`src/rtl/core/lz77_pkg.sv`:
```
`timescale 1ns / 1ps
`default_nettype none

package lz77_pkg;

    localparam int WINDOW     = 4096;
    localparam int MAX_MATCH  = 15;
    localparam int AW         = $clog2(WINDOW);
    localparam int CW         = AW + 1;
    localparam int OFF_W      = 13;
    localparam int LEN_W      = 4;
    localparam int BYTE_W     = 8;
    localparam int CMD_DEPTH  = 2;
    localparam int CMD_PW     = $clog2(CMD_DEPTH);

    typedef struct packed {
        logic [OFF_W-1:0]  match_offset;
        logic [LEN_W-1:0]  match_length;
        logic [BYTE_W-1:0] literal_byte;
    } in_word_t;

    typedef struct packed {
        logic [BYTE_W-1:0] out_byte;
        logic              last_of_run;
        logic              bad_offset;
    } out_word_t;

    typedef struct packed {
        logic [AW-1:0]     off;
        logic [LEN_W-1:0]  len;
        logic [BYTE_W-1:0] lit;
        logic              bad;
        logic              fwd;
    } cmd_t;

    typedef struct packed {
        logic full;
        logic empty;
    } fifo_stat_t;

    typedef enum logic [1:0] {
        BK_IDLE,
        BK_COPY,
        BK_LIT
    } back_state_t;

endpackage

`default_nettype wire

```
`src/rtl/core/lz77_cmd_fifo.sv`:
```
`timescale 1ns / 1ps
`default_nettype none

module lz77_cmd_fifo (
    input  wire logic                 clk,
    input  wire logic                 rst_n,
    input  wire logic                 push,
    input  wire lz77_pkg::cmd_t       push_cmd,
    input  wire logic                 pop,
    output lz77_pkg::cmd_t            head,
    output lz77_pkg::fifo_stat_t      stat
);

    lz77_pkg::cmd_t              mem_reg [lz77_pkg::CMD_DEPTH];
    logic [lz77_pkg::CMD_PW-1:0] wptr_reg;
    logic [lz77_pkg::CMD_PW-1:0] rptr_reg;
    logic [lz77_pkg::CMD_PW:0]   cnt_reg;
    logic [lz77_pkg::CMD_PW:0]   cnt_next;

    assign head       = mem_reg[rptr_reg];
    assign stat.full  = (cnt_reg == (lz77_pkg::CMD_PW + 1)'(lz77_pkg::CMD_DEPTH));
    assign stat.empty = (cnt_reg == '0);

    always_comb
    begin
        cnt_next = cnt_reg;
        if (push && !pop)
        begin
            cnt_next = cnt_reg + 1'b1;
        end
        else if (pop && !push)
        begin
            cnt_next = cnt_reg - 1'b1;
        end
    end

    always_ff @(posedge clk)
    begin
        if (push)
        begin
            mem_reg[wptr_reg] <= push_cmd;
        end
    end

    always_ff @(posedge clk or negedge rst_n)
    begin
        if (!rst_n)
        begin
            wptr_reg <= '0;
            rptr_reg <= '0;
            cnt_reg  <= '0;
        end
        else
        begin
            if (push)
            begin
                wptr_reg <= (32'(wptr_reg) == lz77_pkg::CMD_DEPTH - 1) ? '0 : wptr_reg + 1'b1;
            end
            if (pop)
            begin
                rptr_reg <= (32'(rptr_reg) == lz77_pkg::CMD_DEPTH - 1) ? '0 : rptr_reg + 1'b1;
            end
            cnt_reg <= cnt_next;
        end
    end

endmodule

`default_nettype wire

```
`config.mk`:
```
export PLATFORM = sky130hd
export DESIGN_NAME = lz77_cmd_fifo
export DESIGN_NICKNAME = d
export VERILOG_FILES = /design/src/rtl/core/lz77_pkg.sv /design/src/rtl/core/lz77_cmd_fifo.sv
export SDC_FILE = /design/constraint.sdc
export NUM_CORES = 1
export LEC_CHECK = 0
export ABC_AREA = 1
export BUFFER_PORTS_ARGS = -buffer_cell sky130_fd_sc_hd__buf_2
export CORE_MARGIN = 1.5
export CORE_UTILIZATION = 51
export DETAILED_ROUTE_END_ITERATION = 10
export GPL_ROUTABILITY_DRIVEN = 0
export PLACE_DENSITY = 0.75
export SETUP_SLACK_MARGIN = 0.2
export SYNTH_ARGS = -nofsm -noshare
export SYNTH_HDL_FRONTEND = slang
export SYNTH_SLANG_ARGS = --single-unit
```
`constraint.sdc`:
```
create_clock -name clk -period 2.4 [get_ports clk]
set_input_delay 0.12 -clock clk [delete_from_list [all_inputs] [get_ports clk]]
set_output_delay 0.12 -clock clk [all_outputs]
set_load 0.02 [all_outputs]
```
; ---- Word level (Yosys, flattened, before mapping)
; Memory sizes are Yosys's and may differ from the RTL's.
; Index checks and enable logic that the tools add are counted.
[totals]
ramBits = 52
regBits = 4
out_inout_bits = 28
in_bits = 30
wordCells = 21
n_memories = 1
[memory_table]
columns = memory, depth, width, rd, rd_ports_with_merged_regs, write_ports, line
row1 = mem_reg, 2, 26, 1, 0, 1, lz77_cmd_fifo.sv:14  ; lz77_pkg::cmd_t mem_reg [lz77_pkg::CMD_DEPTH];
[classes]
n_eq_ne = 1
reduce_logical = 6
muxes = 6
addsub = 4
[ops]
columns = operator, n
row1 = 1-bit 2-to-1 mux, 4
row2 = 2-bit 2-to-1 mux, 2
row3 = 1-bit adder (second input constant), 2
row4 = 2-bit by 1-bit adder with 2-bit output (second input constant), 1
row5 = 2-bit equality test (second input constant), 1
row6 = 1-bit logical AND, 2
row7 = 1-bit logical NOT, 2
row8 = 2-bit logical NOT, 1
row9 = 2-bit nonzero test, 1
row10 = 2-bit by 1-bit subtractor with 2-bit output (second input constant), 1

; ---- Longest topological paths before layout
; Gate-level depths: netlist of run 1.
[logic_depth]
depth_word = 4
depth_mapped = 7

; ---- Least setup slack after synthesis of run 1
; OpenSTA, ideal clock, no wires.
[synth_timing]
kind = reg2reg
startpoint = reg wptr_reg
endpoint = mem mem_reg[0][0] (netlist bit), enable pin
required_time_ns = 1.991
setup_slack_ns = 0.474
arrival_time_ns = 1.517
path_stages_with_launch = 2
path_buffers = 0
cell_sequence = dfrtp_1 nor2_1
[synth_lines]
columns = item, line
row1 = from (decl), lz77_cmd_fifo.sv:15  ; logic [lz77_pkg::CMD_PW-1:0] wptr_reg;
row2 = from (signal assigned), lz77_cmd_fifo.sv:57  ; wptr_reg <= (32'(wptr_reg) == lz77_pkg::CMD_DEPTH - 1) ? '0 : wptr_reg + 1'b1;
row3 = to (decl), lz77_cmd_fifo.sv:14
; No word-level cell before the write port.

==> results of run 1 <==
-- per-stage QoR --
stage	instance area (um^2)	cells	setup slack, ns	hold WS, ns
6_report	2810	242	0.636	0.0108
3_3_place_gp	2520	214	0.908	-0.0728
5_1_grt	2810	242	0.561	0.00578
4_1_cts	2770	238	0.610	0.0000118
3_5_place_dp	2520	214	0.876	-0.0714
2_1_floorplan	2180	106	0.474	-0.176
-- kinds of logic (layout without fill, tap and decap cells) --
family                     Yosys count  in the layout  synth area share (%)
buffers and inverters               10             96                  3.55
adders and majority gates            1              1                 0.573
DFF                                 56             56                  76.1
xor gates and xnor gates             3              3                  1.20
and+or+nand+nor                     10             10                  1.89
muxes                               26             26                  16.7
-- path summary, 6_finish.rpt --
| check | startpoint | to | cells after the start | slack [ns] |
|---|---|---|---|---|
| worst max register to register | wptr_reg$_DFFE_PN0P_ | mem_reg[0][20]$_DFFE_PP_ | 2 | 0.89 |
| max in group asynchronous | rst_n | cnt_reg[0]$_DFFE_PN0P_ | 2 | 2.14 |
| worst max-delay path | rptr_reg$_DFFE_PN0P_ | head[25] | 3 | 0.64 |
| min in group asynchronous | rst_n | wptr_reg$_DFFE_PN0P_ | 2 | 0.14 |
| worst min register to register | wptr_reg$_DFFE_PN0P_ | wptr_reg$_DFFE_PN0P_ | 1 | 0.53 |
| worst min-delay path | pop | rptr_reg$_DFFE_PN0P_ | 2 | 0.01 |
-- power breakdown --
part,internal (mW),leakage (nW),switching [mW]
sequential,1.30,0.535,0.0961
combinational,0.533,0.599,0.610
clock,0.199,0.0410,0.262
total,2.03,1.18,0.967
-- routing by layer --
| metal | vias to the layer above | global-route usage, % |
|---|---|---|
| met3 | 8 | 4.77 |
| li1 | 564 | - |
| met2 | 43 | 27.4 |
| met4 | 0 | 7.50 |
| met5 | - | 0 |
| met1 | 539 | 17.8 |
-- cell usage in the layout, fill, tap and decap left out, drive strengths merged --
cell         synthesis  routed
nand2                5       5
nand4                1       1
nor2                 3       3
clkinv               0       1
nand3                1       1
clkbuf               0       6
buf                  3      61
ha                   1       1
inv                  7       7
xor2                 2       2
mux2                26      26
dlygate4sd3          0      21
edfxtp              52      52
dfrtp                4       4
xnor2                1       1
-- area by class of cell --
type                       count  area, um^2  share of cell area (%)
clock inverter                 1        5.00                   0.178
sequential                    56        1660                    59.1
tap                           50        62.6                    2.22
clock buffer                   6        72.6                    2.58
multi-input combinational     40         447                    15.9
timing repair buffer          82         538                    19.1
inverter                       7        26.3                   0.934
-- what timing repair did --
action	CTS	global route
hold endpoints to repair	34	8
buffers inserted	0	0
hold buffers	17	4
==> results.json, run 1 <==
{
  "p_leak_nw": 1.18,
  "yosys.area.top_type": "edfxtp_1",
  "rows": 23,
  "ys_ff_latch": 56,
  "firstDrtPassIters": 4,
  "coreArea_um2": 4060,
  "start_kind": "flip-flop",
  "drc": 0,
  "powerDensity_nw_per_um2": 1070,
  "utilization_pct": 69.3,
  "power_mw": 3.00,
  "clk_pin_slew_ns": 0.08,
  "arrival_ns": 1.64,
  "wl_per_cell_um": 13.8,
  "cp_top_family": "flip-flops",
  "synth-warning-count": 0,
  "grt_pass1_wl_mm": 5.11,
  "cap_violations": 0,
  "nets": 223,
  "fin_crit_ns": 1.76,
  "die_height_um": 68.4,
  "cp-end-kind": "output port",
  "drtIter0Drc": 69,
  "vias_per_cell": 4.77,
  "maxSlewHeadroom_pct": 61.2,
  "ys_seq_area_share_pct": 76.1,
  "rsz0062_at_grt": "false",
  "crit_path_top_delay_cell": "dfrtp_1",
  "tritoncts": "built",
  "grt_pass1_vias": 1132,
  "finalHoldViolations": 0,
  "slowest_delay_ns": 0.58,
  "nFillCells": 283,
  "synth.cells.most_frequent": "52 x edfxtp_1, 19 x mux2_4, 7 x inv_1, 7 x mux2_2, 5 x nand2_1",
  "synth_fp_nets": 137,
  "required_ns": 2.28,
  "synth_edf_count": 52,
  "irDropWorstVdd_mv": 0.700,
  "grt.total_usage_pct": 15.8,
  "cts_max_path_buffers": 2,
  "yosysTopAreaCellShare_pct": 71.5,
  "vias": 1154,
  "synth_area_leaders": "edfxtp_1 72%, mux2_4 13%, dfrtp_1 4.6%",
  "top_layer": "met4",
  "skew_ns": 0.00421,
  "synthCells": 106,
  "maxSlewViolCount": 0,
  "synth-async-reset-ratio_pct": 7.14,
  "cts_resized": 0,
  "overflow": 0,
  "met2_length_mm": 1.70,
  "antenna_cells": 0,
  "syn_area_per_cell_um2": 20.6,
  "ioPinCount": 58,
  "clk_latency_ns": 0.30,
  "synth_top_flop_cell": "edfxtp_1",
  "initial_core_util_pct": 53.8,
  "die_w_um": 68.4,
  "ant_nets": 0,
  "clock_sinks": 56,
  "dieArea_um2": 4680,
  "largest_reg_flops": 52,
  "cts_max_level": 2,
  "finalWirelength_mm": 3.34,
  "area_growth_pct": 28.8,
  "setup_tns_ns": 0,
  "cp_max_fo": 22,
  "cts-buffers-inserted": 5,
  "wl_met1_mm": 1.36,
  "syn_area_um2": 2180,
  "path_buf_inv": 2,
  "dr_wl_met3_um": 209,
  "grt_start_max_net_pins": 23,
  "hold_class": "in -> reg",
  "ys_types": 14,
  "portBuffers": 57,
  "drive_gt1_share_pct": 49.0,
  "fmax_mhz": 567,
  "dp_hpwl_mm": 2.36,
  "tightest_slew_ns": 0.581,
  "worstSetupPathType": "reg -> out",
  "synth.most_common_cell": "edfxtp_1",
  "cp_cell_sequence": "buf_12 > mux2_2 > buf_2",
  "final-setup-viol-count": 0,
  "fin_crit_sh_pct": 73.5,
  "antenna_found_initial": 0,
  "status": "finished clean",
  "ctsRootBufferMaster": "clkbuf_8"
}
Note: power is estimated with default switching activity, not from simulation.
==> run 2: changes to the inputs <==
Settings changed: CORE_UTILIZATION 51 to 46, PLACE_DENSITY 0.75 to 0.71.
Clock period 2.4 ns to 1.5 ns, I/O delays scaled along.
==> run 2 against run 1 <==
Die area grew 10%. Combinational power grew 110%. Sequential cell count is the same.
==> results.json, run 2 (synthesis results as in run 1) <==
{
  "skew_ns": 0.00239,
  "grt_pass1_vias": 1263,
  "finalWirelength_mm": 3.75,
  "postCtsSetupBuffers": 0,
  "firstDrtPassIters": 4,
  "dr_wl_met3_um": 158,
  "coreArea_um2": 4470,
  "hold_slack_ns": 0.104,
  "antenna_found_initial": 0,
  "final-setup-viol-count": 0,
  "tritoncts": "built",
  "area_growth_pct": 43.5,
  "wl_met1_mm": 1.59,
  "vias_per_cell": 4.73,
  "p_leak_nw": 1.30,
  "wl_per_cell_um": 14.6,
  "post_dp_cell_area_um2": 2560,
  "cts_max_path_buffers": 2,
  "fin_crit_ns": 1.48,
  "dp_hpwl_mm": 2.38,
  "clk_latency_ns": 0.30,
  "ioPinCount": 58,
  "final_common_cell": "edfxtp_1",
  "overflow": 0,
  "largest_reg_flops": 52,
  "grt_pass1_wl_mm": 5.66,
  "pwr-share-seq_pct": 41.0,
  "fin_crit_sh_pct": 98.4,
  "drive_gt1_share_pct": 49.0,
  "powerDensity_nw_per_um2": 1740,
  "worstSetupPathType": "reg -> out",
  "antenna_cells": 0,
  "vias": 1212,
  "ant_nets": 0,
  "irDropWorstVdd_mv": 0.907,
  "finalHoldViolations": 0,
  "initial_core_util_pct": 48.8,
  "drtIter0Drc": 85,
  "cts-buffers-inserted": 5,
  "swShare_pct": 31.2,
  "die_w_um": 71.9,
  "maxSlewViolCount": 0,
  "portBuffers": 57,
  "cap_violations": 0,
  "arrival_ns": 1.40,
  "dieArea_um2": 5170,
  "grt_start_max_net_pins": 17,
  "grt.total_usage_pct": 15.0,
  "power_mw": 5.45,
  "rows": 24,
  "ctsRootBufferMaster": "clkbuf_8",
  "cp_max_fo": 7,
  "cp-end-kind": "output port",
  "start_kind": "flip-flop",
  "switching_power_mw": 1.70,
  "clock_sinks": 56,
  "top_layer": "met4",
  "final_cell_mix": "52 x edfxtp_1, 31 x buf_2, 29 x dlygate4sd3_1",
  "cts_max_level": 2,
  "required_ns": 1.42,
  "tightest_slew_ns": 0.211,
  "status": "finished clean",
  "internal-power_mw": 3.75,
  "combPwrFrac_pct": 44.9,
  "maxSlewHeadroom_pct": 85.9,
  "nets": 234,
  "met2_length_mm": 1.94,
  "rsz0062_at_grt": "true",
  "clk_pin_slew_ns": 0.09,
  "drc": 0,
  "final_area_um2": 3130,
  "fmax_mhz": 677,
  "hold_class": "in -> async",
  "pwr-share-clk_pct": 14.1,
  "die_height_um": 71.9
}
==> run 2: layout make-up <==
class,count,area (um^2)
well taps,52,65.1
repair buffers,93,833
multi-input cells,40,459
clock inverters,3,13.8
inverters,7,30.0
clock buffers,5,68.8
fillers,288,1340
flip-flops and latches,56,1660
==> run 2: final timing paths <==
path | slack (ns) | depth (start not counted) | endpoint | from
max in group asynchronous | 1.27 | 2 | rptr_reg$_DFFE_PN0P_ | rst_n
min in group clk | 0.50 | 2 | mem_reg[1][13]$_DFFE_PP_ | push_cmd[13]
min reg2reg | 0.53 | 2 | cnt_reg[1]$_DFFE_PN0P_ | cnt_reg[1]$_DFFE_PN0P_
max reg2reg | 0.34 | 3 | mem_reg[1][10]$_DFFE_PP_ | wptr_reg$_DFFE_PN0P_
max | 0.02 | 3 | head[14] | rptr_reg$_DFFE_PN0P_
min | 0.10 | 2 | cnt_reg[1]$_DFFE_PN0P_ | rst_n
==> run 2: layer usage <==
| metal | global-route usage, % | vias to the layer above |
|---|---|---|
| li1 | - | 587 |
| met1 | 16.7 | 580 |
| met2 | 27.5 | 39 |
| met3 | 4.31 | 6 |
| met4 | 5.03 | 0 |
| met5 | 0 | - |
==> run 2: power groups by stage <==
stage / registers, mW / clock network [mW] / logic (mW)
finish: 2.23 / 0.768 / 2.44
global route: 2.27 / 0.846 / 2.57
CTS: 2.22 / 0.787 / 2.28
detailed placement: 2.25 / 0 / 1.92
global placement: 2.23 / 0 / 1.89
floorplan: 2.20 / 0 / 1.46
==> run 2: critical path: stages (launching register included) <==
cell,delay [ns]
dfrtp_2,0.48
clkbuf_16,0.19
mux2_4,0.30
buf_6,0.13
==> run 2: metrics by stage <==
stage               TNS [ns]  std cells  setup slack [ns]  utilization (%)
floorplan                  0        106             0.254                -
global placement           0        218             0.338             57.3
detailed placement         0        218             0.319             57.3
CTS                   -0.130        255           -0.0235             68.3
global route          -0.156        256           -0.0133             70.0
finish                     0        256            0.0239             70.0
==> run 2: what timing repair did <==
item                                   CTS  global route
gates resized for setup                 38            17
endpoints found under the hold margin   58             0
hold buffers                            29             0
setup endpoints to repair               26            26
gates cloned                             0             1
