===== config.mk =====
export PLATFORM = sky130hd
export DESIGN_NAME = lz77_front_flat
export DESIGN_NICKNAME = d
export VERILOG_FILES = /design/src/rtl/core/lz77_pkg.sv /design/src/rtl/core/lz77_if.sv /design/src/rtl/core/lz77_front.sv /design/src/flat_wrapper.sv
export SDC_FILE = /design/constraint.sdc
export NUM_CORES = 1
export LEC_CHECK = 0
export ABC_AREA = 1
export ABC_CLOCK_PERIOD_IN_PS = 6340
export BUFFER_PORTS_ARGS = -buffer_cell sky130_fd_sc_hd__buf_4
export CORE_UTILIZATION = 45
export DETAILED_ROUTE_END_ITERATION = 10
export PLACE_DENSITY = 0.74
export SLEW_MARGIN = 40
export SYNTH_ARGS = -nofsm -noshare
export SYNTH_HDL_FRONTEND = slang
export SYNTH_SLANG_ARGS = --single-unit

===== constraint.sdc =====
create_clock -name clk -period 6.34 [get_ports clk]
set_input_delay 0 -clock clk [delete_from_list [all_inputs] [get_ports clk]]
set_output_delay 0 -clock clk [all_outputs]
set_load 0.005 [all_outputs]

===== src/rtl/core/lz77_pkg.sv =====
`timescale 1ns / 1ps
`default_nettype none

package lz77_pkg;

    localparam int WINDOW     = 4096;
    localparam int MAX_MATCH  = 15;
    localparam int AW         = $clog2(WINDOW);
    localparam int CW         = AW + 1;
    localparam int OFF_W      = 13;
    localparam int LEN_W      = 4;
    localparam int BYTE_W     = 8;
    localparam int CMD_DEPTH  = 2;
    localparam int CMD_PW     = $clog2(CMD_DEPTH);

    typedef struct packed {
        logic [OFF_W-1:0]  match_offset;
        logic [LEN_W-1:0]  match_length;
        logic [BYTE_W-1:0] literal_byte;
    } in_word_t;

    typedef struct packed {
        logic [BYTE_W-1:0] out_byte;
        logic              last_of_run;
        logic              bad_offset;
    } out_word_t;

    typedef struct packed {
        logic [AW-1:0]     off;
        logic [LEN_W-1:0]  len;
        logic [BYTE_W-1:0] lit;
        logic              bad;
        logic              fwd;
    } cmd_t;

    typedef struct packed {
        logic full;
        logic empty;
    } fifo_stat_t;

    typedef enum logic [1:0] {
        BK_IDLE,
        BK_COPY,
        BK_LIT
    } back_state_t;

endpackage

`default_nettype wire


===== src/rtl/core/lz77_if.sv =====
`timescale 1ns / 1ps
`default_nettype none

interface lz77_in_if;
    logic               valid;
    logic               ready;
    lz77_pkg::in_word_t data;

    modport source (output valid, output data, input ready);
    modport sink (input valid, input data, output ready);
endinterface


`default_nettype wire


===== src/rtl/core/lz77_front.sv =====
`timescale 1ns / 1ps
`default_nettype none

module lz77_front (
    input  wire logic                clk,
    input  wire logic                rst_n,
    lz77_in_if.sink                  triple,
    input  wire lz77_pkg::fifo_stat_t stat,
    output logic                     push,
    output lz77_pkg::cmd_t           cmd
);

    logic [lz77_pkg::CW-1:0]    vcnt_reg;
    logic [lz77_pkg::CW-1:0]    vcnt_next;
    logic [lz77_pkg::CW:0]      vsum;
    logic [lz77_pkg::LEN_W-1:0] len_sat;
    logic [lz77_pkg::LEN_W-1:0] len_eff;
    logic                       bad;

    assign triple.ready = !stat.full;
    assign push         = triple.valid && !stat.full;

    always_comb
    begin
        if (32'(triple.data.match_length) > 32'(lz77_pkg::MAX_MATCH))
        begin
            len_sat = lz77_pkg::LEN_W'(lz77_pkg::MAX_MATCH);
        end
        else
        begin
            len_sat = triple.data.match_length;
        end

        bad = (len_sat != '0)
              && ((triple.data.match_offset == '0)
                  || (32'(triple.data.match_offset) > 32'(vcnt_reg)));
        len_eff = bad ? '0 : len_sat;

        cmd.off = triple.data.match_offset[lz77_pkg::AW-1:0];
        cmd.len = len_eff;
        cmd.lit = triple.data.literal_byte;
        cmd.bad = bad;
        cmd.fwd = (triple.data.match_offset == lz77_pkg::OFF_W'(1));

        // count copied bytes plus the literal, saturate at window size
        vsum = {1'b0, vcnt_reg} + (lz77_pkg::CW + 1)'(len_eff) + (lz77_pkg::CW + 1)'(1);
        if (32'(vsum) >= 32'(lz77_pkg::WINDOW))
        begin
            vcnt_next = lz77_pkg::CW'(lz77_pkg::WINDOW);
        end
        else
        begin
            vcnt_next = vsum[lz77_pkg::CW-1:0];
        end
    end

    always_ff @(posedge clk or negedge rst_n)
    begin
        if (!rst_n)
        begin
            vcnt_reg <= '0;
        end
        else if (push)
        begin
            vcnt_reg <= vcnt_next;
        end
    end

endmodule

`default_nettype wire


===== src/flat_wrapper.sv =====
// flat-port wrapper written by rule: the top's interface ports become plain ports
module lz77_front_flat 
  (clk, rst_n, stat, push, cmd, triple_valid, triple_data, triple_ready);
  lz77_in_if triple_i ();
  input  wire logic clk;
  input  wire logic rst_n;
  input  wire lz77_pkg::fifo_stat_t stat;
  output logic push;
  output lz77_pkg::cmd_t cmd;
  input wire logic [$bits(triple_i.valid)-1:0] triple_valid;
  input wire logic [$bits(triple_i.data)-1:0] triple_data;
  output wire logic [$bits(triple_i.ready)-1:0] triple_ready;
  assign triple_i.valid = triple_valid;
  assign triple_i.data = triple_data;
  assign triple_ready = triple_i.ready;
  lz77_front u_core (.clk(clk), .rst_n(rst_n), .triple(triple_i), .stat(stat), .push(push), .cmd(cmd));
endmodule

# Word level (Yosys, flattened, before mapping)
# Index checks and enable logic that the tools add are counted.
# Widths: inputs -> output; s select.
[word_totals] latch_bits=0 rom_bits=0 mem_bits_rw=0 output_inout_bits=28 memories=0 ff_bits=13
[op_classes] n_div=0 add_sub_neg=2 n_shift=0 order_cmp=2 mul=0 bitwise_logic=0 reduce_logical=6 eq_ne=1 mux=2
[op_table] cell="$add 13x4->14" n=1
[op_table] cell="$add 14x1->14 const B" n=1
[op_table] cell="$ge 14x13->1 const B" n=1
[op_table] cell="$eq 13x1->1 const B" n=1
[op_table] cell="$gt 13x13->1" n=1
[op_table] cell="$logic_not 13->1" n=1
[op_table] cell="$mux 13" n=1
[op_table] cell="$mux 4" n=1
[op_table] cell="$reduce_bool 4->1" n=1
[op_table] cell="$logic_and 1x1->1" n=2
[op_table] cell="$logic_not 1->1" n=1
[op_table] cell="$logic_or 1x1->1" n=1

# Depth between registers and ports, before layout
# Gate-level depths: netlist of run 1.
[logic_depth] word_depth=8 mapped_depth=23

# Worst setup path after synthesis of run 1
# OpenSTA, ideal clock, no wires.
[synth_path] path_type="flip-flop to flip-flop" from="register u_core.vcnt_reg[12] in the netlist's numbering" to="register u_core.vcnt_reg[6] in the netlist's numbering" period_less_slack_ps=2944 path_slack_ps=3396 stages_incl_launch_ff=21 t_required_ps=6220 arrival_time_ps=2824 n_path_buf=0 path_cell_list="dfrtp_1 inv_1 ha_1 nand2_1 nor2_1 inv_1 nor2_1 nand4_1 nand2_1 nand2_1 nor2_1 inv_1 ha_1 fa_1 inv_1 nand3_1 nand2_1 nand2_1 nor3_1 xor2_1 nor2_1"
[synth_lines] element="start: declaration" line="lz77_front.sv:13" rtl="logic [lz77_pkg::CW-1:0] vcnt_reg;"
[synth_lines] element="start signal: assignment" line="lz77_front.sv:65" rtl="vcnt_reg <= vcnt_next;"

# Worst setup path after layout of run 1
[layout_path] from="register u_core.vcnt_reg[12] in the netlist's numbering" to="register u_core.vcnt_reg[6] in the netlist's numbering"
[layout_via] elab_chain_cells=8
[layout_rtl] element="$gt 13x13->1" line="lz77_front.sv:36" rtl="|| (32'(triple.data.match_offset) > 32'(vcnt_reg)));"
[layout_rtl] element="$logic_or 1x1->1" line="lz77_front.sv:36"
[layout_rtl] element="$logic_and 1x1->1" line="lz77_front.sv:35" rtl="&& ((triple.data.match_offset == '0)"
[layout_rtl] element="$mux 4" line="lz77_front.sv:37" rtl="len_eff = bad ? '0 : len_sat;"
[layout_rtl] element="$add 13x4->14 *" line="lz77_front.sv:46" rtl="vsum = {1'b0, vcnt_reg} + (lz77_pkg::CW + 1)'(len_eff) + (lz77_pkg::CW + 1)'(1);"
[layout_rtl] element="$add 14x1->14 *" line="lz77_front.sv:46"
[layout_rtl] element="$ge 14x13->1" line="lz77_front.sv:47" rtl="if (32'(vsum) >= 32'(lz77_pkg::WINDOW))"
[layout_rtl] element="$mux 13 *" line="lz77_front.sv:47"
# Every way passes the cells marked *; elsewhere a longest branch is shown, timed or not.
# A chain may end at the register's enable or synchronous reset.

==> results.yml, run 1 <==
worst_setup_path:
  cp_slowest_cell: "fa_1"
  worstPathRequired_ns: 6.52
  worst_path_largest_cell_delay_ns: 0.42
  crit_type: "reg2reg"
  crit_buf_inv: 4
  critPathArrivalTime_ns: 3.50
  critPathMaxFanout: 5
  worst_path_most_repeated_cell: "nand2_1"
  startpoint_type: "register"
  crit_family: "simple AND/OR/NAND/NOR gates"
  path_cells: "inv_1, ha_1, nand2_1, nor2_1, inv_1, nor2_1, nand4_1, nand2_1, nand2_1, nor2_1, inv_1, ha_1, fa_1, inv_1, nand3_1, nand2_1, nand2_1, nor3_1, xor2_1, nor2_1"
  ff2ff_setup_slack_ns: 3.01
  cp-end-kind: "register"
timing:
  drv_slew: 0
  rsz0062_at_grt: "false"
  hold_viol: 0
  post-route-min-period_ns: 3.33
  clock_skew_ns: 0.00370
  post-route-period-util_pct: 52.5
  fin_setup_tns_ns: 0
  setup_viol: 0
  slew_headroom_pct: 68.7
  worst_pin_slew_ns: 0.467
  max_clock_freq_mhz: 300
  worst_slack_ns: 3.01
  holdWs_ns: 0.00000191
finish:
  area_growth_pct: 14.9
  layout-drive-gt1-share_pct: 23.0
  largest_reg_flops: 13
  final_cells: 296
  num-fill-cells: 340
  nNetsFinal: 301
  final_cell_area_um2: 1760
  diodes: 0
global_routing:
  use_met3_pct: 1.71
  grt_antenna_before_repair: 0
  top_usage_layer: "met2"
  grt-ovfl-total: 0
  grt_pass1_wl_mm: 5.17
  grt_use_met2_pct: 31.4
  track_usage_pct: 19.0
  grt_max_degree: 18
  use_met1_pct: 25.6
  first_global_vias: 1245
cts:
  cts_tree: "done"
  cts_made_buffers: 3
  ctsLongestPathBuffers: 2
  cts_root_buf: "clkbuf_4"
  post_cts_buffers: 0
  cts.sinks: 13
  clk_latency_ns: 0.28
  path_clk_slew_ns: 0.08
  h-tree-depth: 1
floorplan:
  die_w_um: 60.4
  die_area_um2: 3640
  pin_count: 58
  die_h_um: 60.4
  core_um2: 3150
  initial_utilization_pct: 48.6
  rows: 20
synth:
  synthArstFlopShare_pct: 100
  yosys_warnings: 0
  synth_edf_count: 0
  synth_cell_types: 26
  ys_ff_latch: 13
  ys_top_cells_by_count: "nand2_1 (52), inv_1 (40), buf_4 (21)"
  avgSynthCellArea_um2: 6.69
  synthCells: 229
  synth_top_area_share_pct: 21.2
  yosys-top-cells-area: "dfrtp_1 (21%), ha_1 (14%), nand2_1 (13%)"
  seq_area_frac_synth_pct: 21.2
  synth_ff_type: "dfrtp_1"
  syn_nets: 277
  synth.cell_area_um2: 1530
  yosys.cell_count.top_type: "nand2_1"
  yosysTopAreaCell: "dfrtp_1"
job:
  drv_cap: 0
power:
  p_leak_nw: 0.966
  peakVddDrop_uv: 163
  p_sw_mw: 0.165
  internal-power_mw: 0.215
  comb_power_share_pct: 54.9
  pwr_density_cell_nw_per_um2: 216
  p_seq_share_pct: 31.6
  power_frac_clock_pct: 13.5
  swShare_pct: 43.4
drt:
  post_drt_wl_per_cell_um: 10.6
  vias_per_cell: 4.92
  drtAntennaViolNets: 0
  drtIter0Drc: 35
  route.detailed.drc: 0
  via_count: 1457
  dr.pass1.iters: 4
  wirelength_mm: 3.15
place:
  portBuffers: 40
  dp.cells: 291
  pre_cts_ws_ns: 3.01
  gp_congestion: 0.870
  dp_hpwl_mm: 2.64
  postPlaceCellArea_um2: 1730
worst_hold_path:
  hold_class: "in2out"
status:
  status: "finished, final reports clean"
## per-layer routing
| layer | part of all wire (%) | vias to the layer above |
|---|---|---|
| li1 | - | 757 |
| met1 | 49 | 653 |
| met2 | 45 | 42 |
| met3 | 5.5 | 5 |
| met4 | 1.3 | 0 |
| met5 | 0 | - |
## placed cells by master, fill, tap and decap left out, types with 2 or more instances in the layout
master / n
nand4_1: 5
nand3_2: 2
buf_4: 40
dfrtp_1: 13
nand3_1: 17
o21ai_2: 2
xor2_1: 6
ha_1: 17
o22ai_1: 2
nor4_1: 3
clkbuf_4: 3
nand2_2: 3
inv_1: 40
or2_2: 3
nand2_1: 52
nor2_1: 20
nor2_2: 2
nor3_1: 5
o21ai_0: 2
a21oi_1: 7
## worst register-to-register path, cell delays in order, from the launching register on
cell and delay (ns):
dfrtp_1 0.37, inv_1 0.10, ha_1 0.30, nand2_1 0.07, nor2_1 0.15, inv_1 0.05, nor2_1 0.17, nand4_1 0.10
nand2_1 0.08, nand2_1 0.10, nor2_1 0.16, inv_1 0.06, ha_1 0.27, fa_1 0.42, inv_1 0.07, nand3_1 0.06
nand2_1 0.16, nand2_1 0.12, nor3_1 0.19, xor2_1 0.18, nor2_1 0.06
## metrics by stage
step | power [mW] | util (%)
3_3_place_gp | 0.326 | 54.7
6_report | 0.380 | 55.9
5_1_grt | 0.424 | 55.9
2_1_floorplan | 0.275 | -
3_5_place_dp | 0.329 | 54.7
4_1_cts | 0.384 | 55.9
## worst paths after layout
kind,start,endpoint,cells past startpoint
max,u_core.vcnt_reg[12],u_core.vcnt_reg[6],20
max in group asynchronous,rst_n,u_core.vcnt_reg[10],2
min reg2reg,u_core.vcnt_reg[2],u_core.vcnt_reg[2],2
max reg2reg,u_core.vcnt_reg[12],u_core.vcnt_reg[6],20
min in group asynchronous,rst_n,u_core.vcnt_reg[3],2
min,triple_data[1],cmd[3],0
## final cells by class
cell class	instances	area, um2	area share (%)
Clock buffer	4	26.3	1.49
Inverter	43	164	9.30
Multi-Input combinational cell	151	881	50.0
Sequential cell	13	325	18.5
Tap cell	44	55.1	3.12
Timing Repair Buffer	41	310	17.6
## cell families (layout without fill, tap and decap cells)
| family | after synthesis | count (layout) | synth area share [%] |
|---|---|---|---|
| AOI/OAI and AO/OA | 14 | 14 | 5.63 |
| xor gates and xnor gates | 7 | 7 | 4.00 |
| adders and majority gates | 18 | 18 | 15.2 |
| buffers and inverters | 65 | 88 | 21.3 |
| DFF | 13 | 13 | 21.2 |
| and+or+nand+nor | 112 | 112 | 32.7 |
## power groups by stage
stage                     Sequential [mW]  Combinational [mW]  Clock, mW
after floorplan                     0.116               0.160          0
after global placement              0.122               0.205          0
after detailed placement            0.122               0.207          0
after CTS                           0.120               0.210     0.0542
after global routing                0.123               0.244     0.0578
final                               0.120               0.209     0.0512
## repair_timing
action | in CTS | in global routing
resized for setup | 0 | 0
hold buffers | 1 | 0
endpoints found under the hold margin | 13 | 0
(Power assumes the default switching activity.)
==> run 2, diff against run 1 <==
--- a/config.mk
+++ b/config.mk
@@ -5,12 +5,12 @@
 export SDC_FILE = /design/constraint.sdc
 export NUM_CORES = 1
 export LEC_CHECK = 0
-export ABC_AREA = 1
-export ABC_CLOCK_PERIOD_IN_PS = 6340
+export ABC_AREA = 0
+export ABC_CLOCK_PERIOD_IN_PS = 2670
 export BUFFER_PORTS_ARGS = -buffer_cell sky130_fd_sc_hd__buf_4
-export CORE_UTILIZATION = 45
+export CORE_UTILIZATION = 43
 export DETAILED_ROUTE_END_ITERATION = 10
-export PLACE_DENSITY = 0.74
+export PLACE_DENSITY = 0.76
 export SLEW_MARGIN = 40
 export SYNTH_ARGS = -nofsm -noshare
 export SYNTH_HDL_FRONTEND = slang
==> constraint.sdc (replaced) <==
create_clock -name clk -period 2.67 [get_ports clk]
set_input_delay 0 -clock clk [delete_from_list [all_inputs] [get_ports clk]]
set_output_delay 0 -clock clk [all_outputs]
set_load 0.005 [all_outputs]
==> run 2 against run 1 <==
Against the previous run: the run now ends with negative setup slack left; flip-flop and latch count unchanged; count of clock-buffer cells in the layout stayed put; cell area increased by 26%; largest cell class unchanged.
==> results.yml, run 2 <==
synth:
  synth_top_family_by_area: "simple AND/OR/NAND/NOR gates"
  synthSimpleGateAreaFrac_pct: 22.3
  synthAdderAreaFrac_pct: 17.2
  synth.cell_area_um2: 1360
  synth_cell_types: 37
  yosys_warnings: 0
  yosysTopAreaCell: "dfrtp_1"
  yosys-top-cells-area: "dfrtp_1 (24%), ha_1 (16%), buf_4 (12%)"
  synthXorXnorAreaFrac_pct: 2.59
  synth_compound_area_share_pct: 14.8
  syn_nets: 210
  yosys.cell_count.top_type: "buf_4"
  synthArstFlopShare_pct: 100
  seq_area_frac_synth_pct: 24.0
  ys_ff_latch: 13
  ys_top_cells_by_count: "buf_4 (21), ha_1 (17), inv_1 (16)"
  synthMuxAreaShare_pct: 2.49
  avgSynthCellArea_um2: 8.36
  synth_ff_type: "dfrtp_1"
  synth_top_area_share_pct: 24.0
  synthCells: 162
  synth_edf_count: 0
drt:
  via_count: 1589
  wirelength_mm: 5.24
  drtAntennaViolNets: 0
  drtIter0Drc: 102
  dr.pass1.iters: 4
  vias_per_cell: 5.60
  post_drt_wl_per_cell_um: 18.4
  route.detailed.drc: 0
cts:
  cts_tree: "done"
  cts.sinks: 13
  cts_made_buffers: 3
  ctsLongestPathBuffers: 2
  cts_root_buf: "clkbuf_4"
  clk_latency_ns: 0.28
  path_clk_slew_ns: 0.08
  h-tree-depth: 1
global_routing:
  grt_max_degree: 14
  grt_antenna_before_repair: 0
  grt_pass1_wl_mm: 6.75
  first_global_vias: 1528
  track_usage_pct: 27.1
  grt-ovfl-total: 0
power:
  pwr_density_cell_nw_per_um2: 800
  p_leak_nw: 1.08
  peakVddDrop_uv: 286
finish:
  largest_reg_flops: 13
  layout-drive-gt1-share_pct: 59.6
  nNetsFinal: 289
  diodes: 0
  area_growth_pct: 63.7
  final_common_cell: "buf_4"
  mostFrequentLayoutCells: "buf_4 (93), dfrtp_1 (13), nand2_1 (12), nor2_1 (12), inv_1 (9)"
  finalCoreUtilization_pct: 73.3
floorplan:
  die_h_um: 58.1
  core_um2: 3030
  rows: 20
  pin_count: 58
  die_w_um: 58.1
  die_area_um2: 3380
  initial_utilization_pct: 44.8
status:
  status: "complete, but fails checks"
  violations: "negative setup slack"
timing:
  max_clock_freq_mhz: 285
  slew_headroom_pct: 63.5
  hold_viol: 0
  post-route-min-period_ns: 3.51
  setup_viol: 13
  worst_slack_ns: -0.841
  post-route-period-util_pct: 132
  clock_skew_ns: 0.00645
  holdWs_ns: 0.00000143
  worst_pin_slew_ns: 0.542
  rsz0062_at_grt: "true"
  drv_slew: 0
worst_hold_path:
  hold_class: "in2out"
worst_setup_path:
  critPathArrivalTime_ns: 3.71
  cp-end-kind: "register"
  critPathMaxFanout: 4
  worstPathRequired_ns: 2.87
  crit_type: "reg2reg"
  startpoint_type: "register"
place:
  gp_congestion: 0.801
  portBuffers: 40
  dp_hpwl_mm: 3.09
job:
  drv_cap: 0
==> run 2: metrics by stage <==
step / instance area [um2] / total power, mW / worst slack, ns / instances / TNS [ns]
2_1_floorplan: 1380 / 0.857 / -0.597 / 162 / -7.32
3_3_place_gp: 1920 / 1.26 / -0.619 / 270 / -7.60
3_5_place_dp: 1920 / 1.32 / -0.802 / 270 / -9.80
4_1_cts: 2130 / 1.60 / -0.684 / 283 / -8.34
5_1_grt: 2220 / 1.89 / -0.989 / 284 / -12.24
6_report: 2220 / 1.77 / -0.841 / 284 / -10.22
==> run 2: cell families after synthesis <==
group / after synthesis
and+or+nand+nor: 56
xor gates and xnor gates: 4
buffers and inverters: 39
muxes: 2
AOI/OAI and AO/OA: 30
DFF: 13
adders and majority gates: 18
==> run 2: cell type report <==
cell class / count / area, um2
multi-input combinational: 110 / 1020
fill: 175 / 810
timing repair buffer: 96 / 731
sequential: 13 / 325
inverter: 17 / 63.8
tap: 44 / 55.1
clock buffer: 4 / 26.3
==> run 2: path summary, 6_finish.rpt <==
kind | start | to | slack, ns | cells after the start
setup / recovery | u_core.vcnt_reg[6] | u_core.vcnt_reg[8] | -0.84 | 16
hold / removal | triple_data[5] | cmd[7] | 0.000001 | 0
setup reg to reg | u_core.vcnt_reg[6] | u_core.vcnt_reg[8] | -0.84 | 16
hold reg to reg | u_core.vcnt_reg[8] | u_core.vcnt_reg[8] | 0.64 | 3
max in group asynchronous | rst_n | u_core.vcnt_reg[11] | 2.41 | 2
min in group asynchronous | rst_n | u_core.vcnt_reg[6] | 0.09 | 2
==> run 2: layer usage <==
layer	track usage, %	routed length (um)
met5	0	0
met4	15.6	289
met3	4.02	304
met2	49.6	2720
met1	29.6	1920
==> run 2: what timing repair did <==
item	in CTS	in global routing
buffers inserted	8	3
hold endpoints to repair	13	0
setup endpoints to repair	13	13
pin swaps	19	4
cloned	0	0
hold buffers	1	0
resized for setup	24	13
==> run 2: where the power goes <==
group | internal, mW | switching [mW] | total (mW)
combinational | 0.688 | 0.634 | 1.32
clock | 0.0580 | 0.0665 | 0.124
sequential | 0.272 | 0.0558 | 0.327
total | 1.02 | 0.757 | 1.77
==> run 2: worst max-delay path: stages, from the launching register on <==
cell      delay (ns)
dfrtp_1         0.37
inv_1           0.08
ha_1            0.31
nand4_1         0.13
nor2_2          0.06
a21boi_2        0.15
o41ai_2         0.35
o21a_1          0.21
nand2_1         0.07
ha_2            0.20
fa_2            0.38
nand2b_4        0.17
a21oi_4         0.16
nand4_4         0.16
mux2i_4         0.28
nand3_2         0.16
o211ai_2        0.18
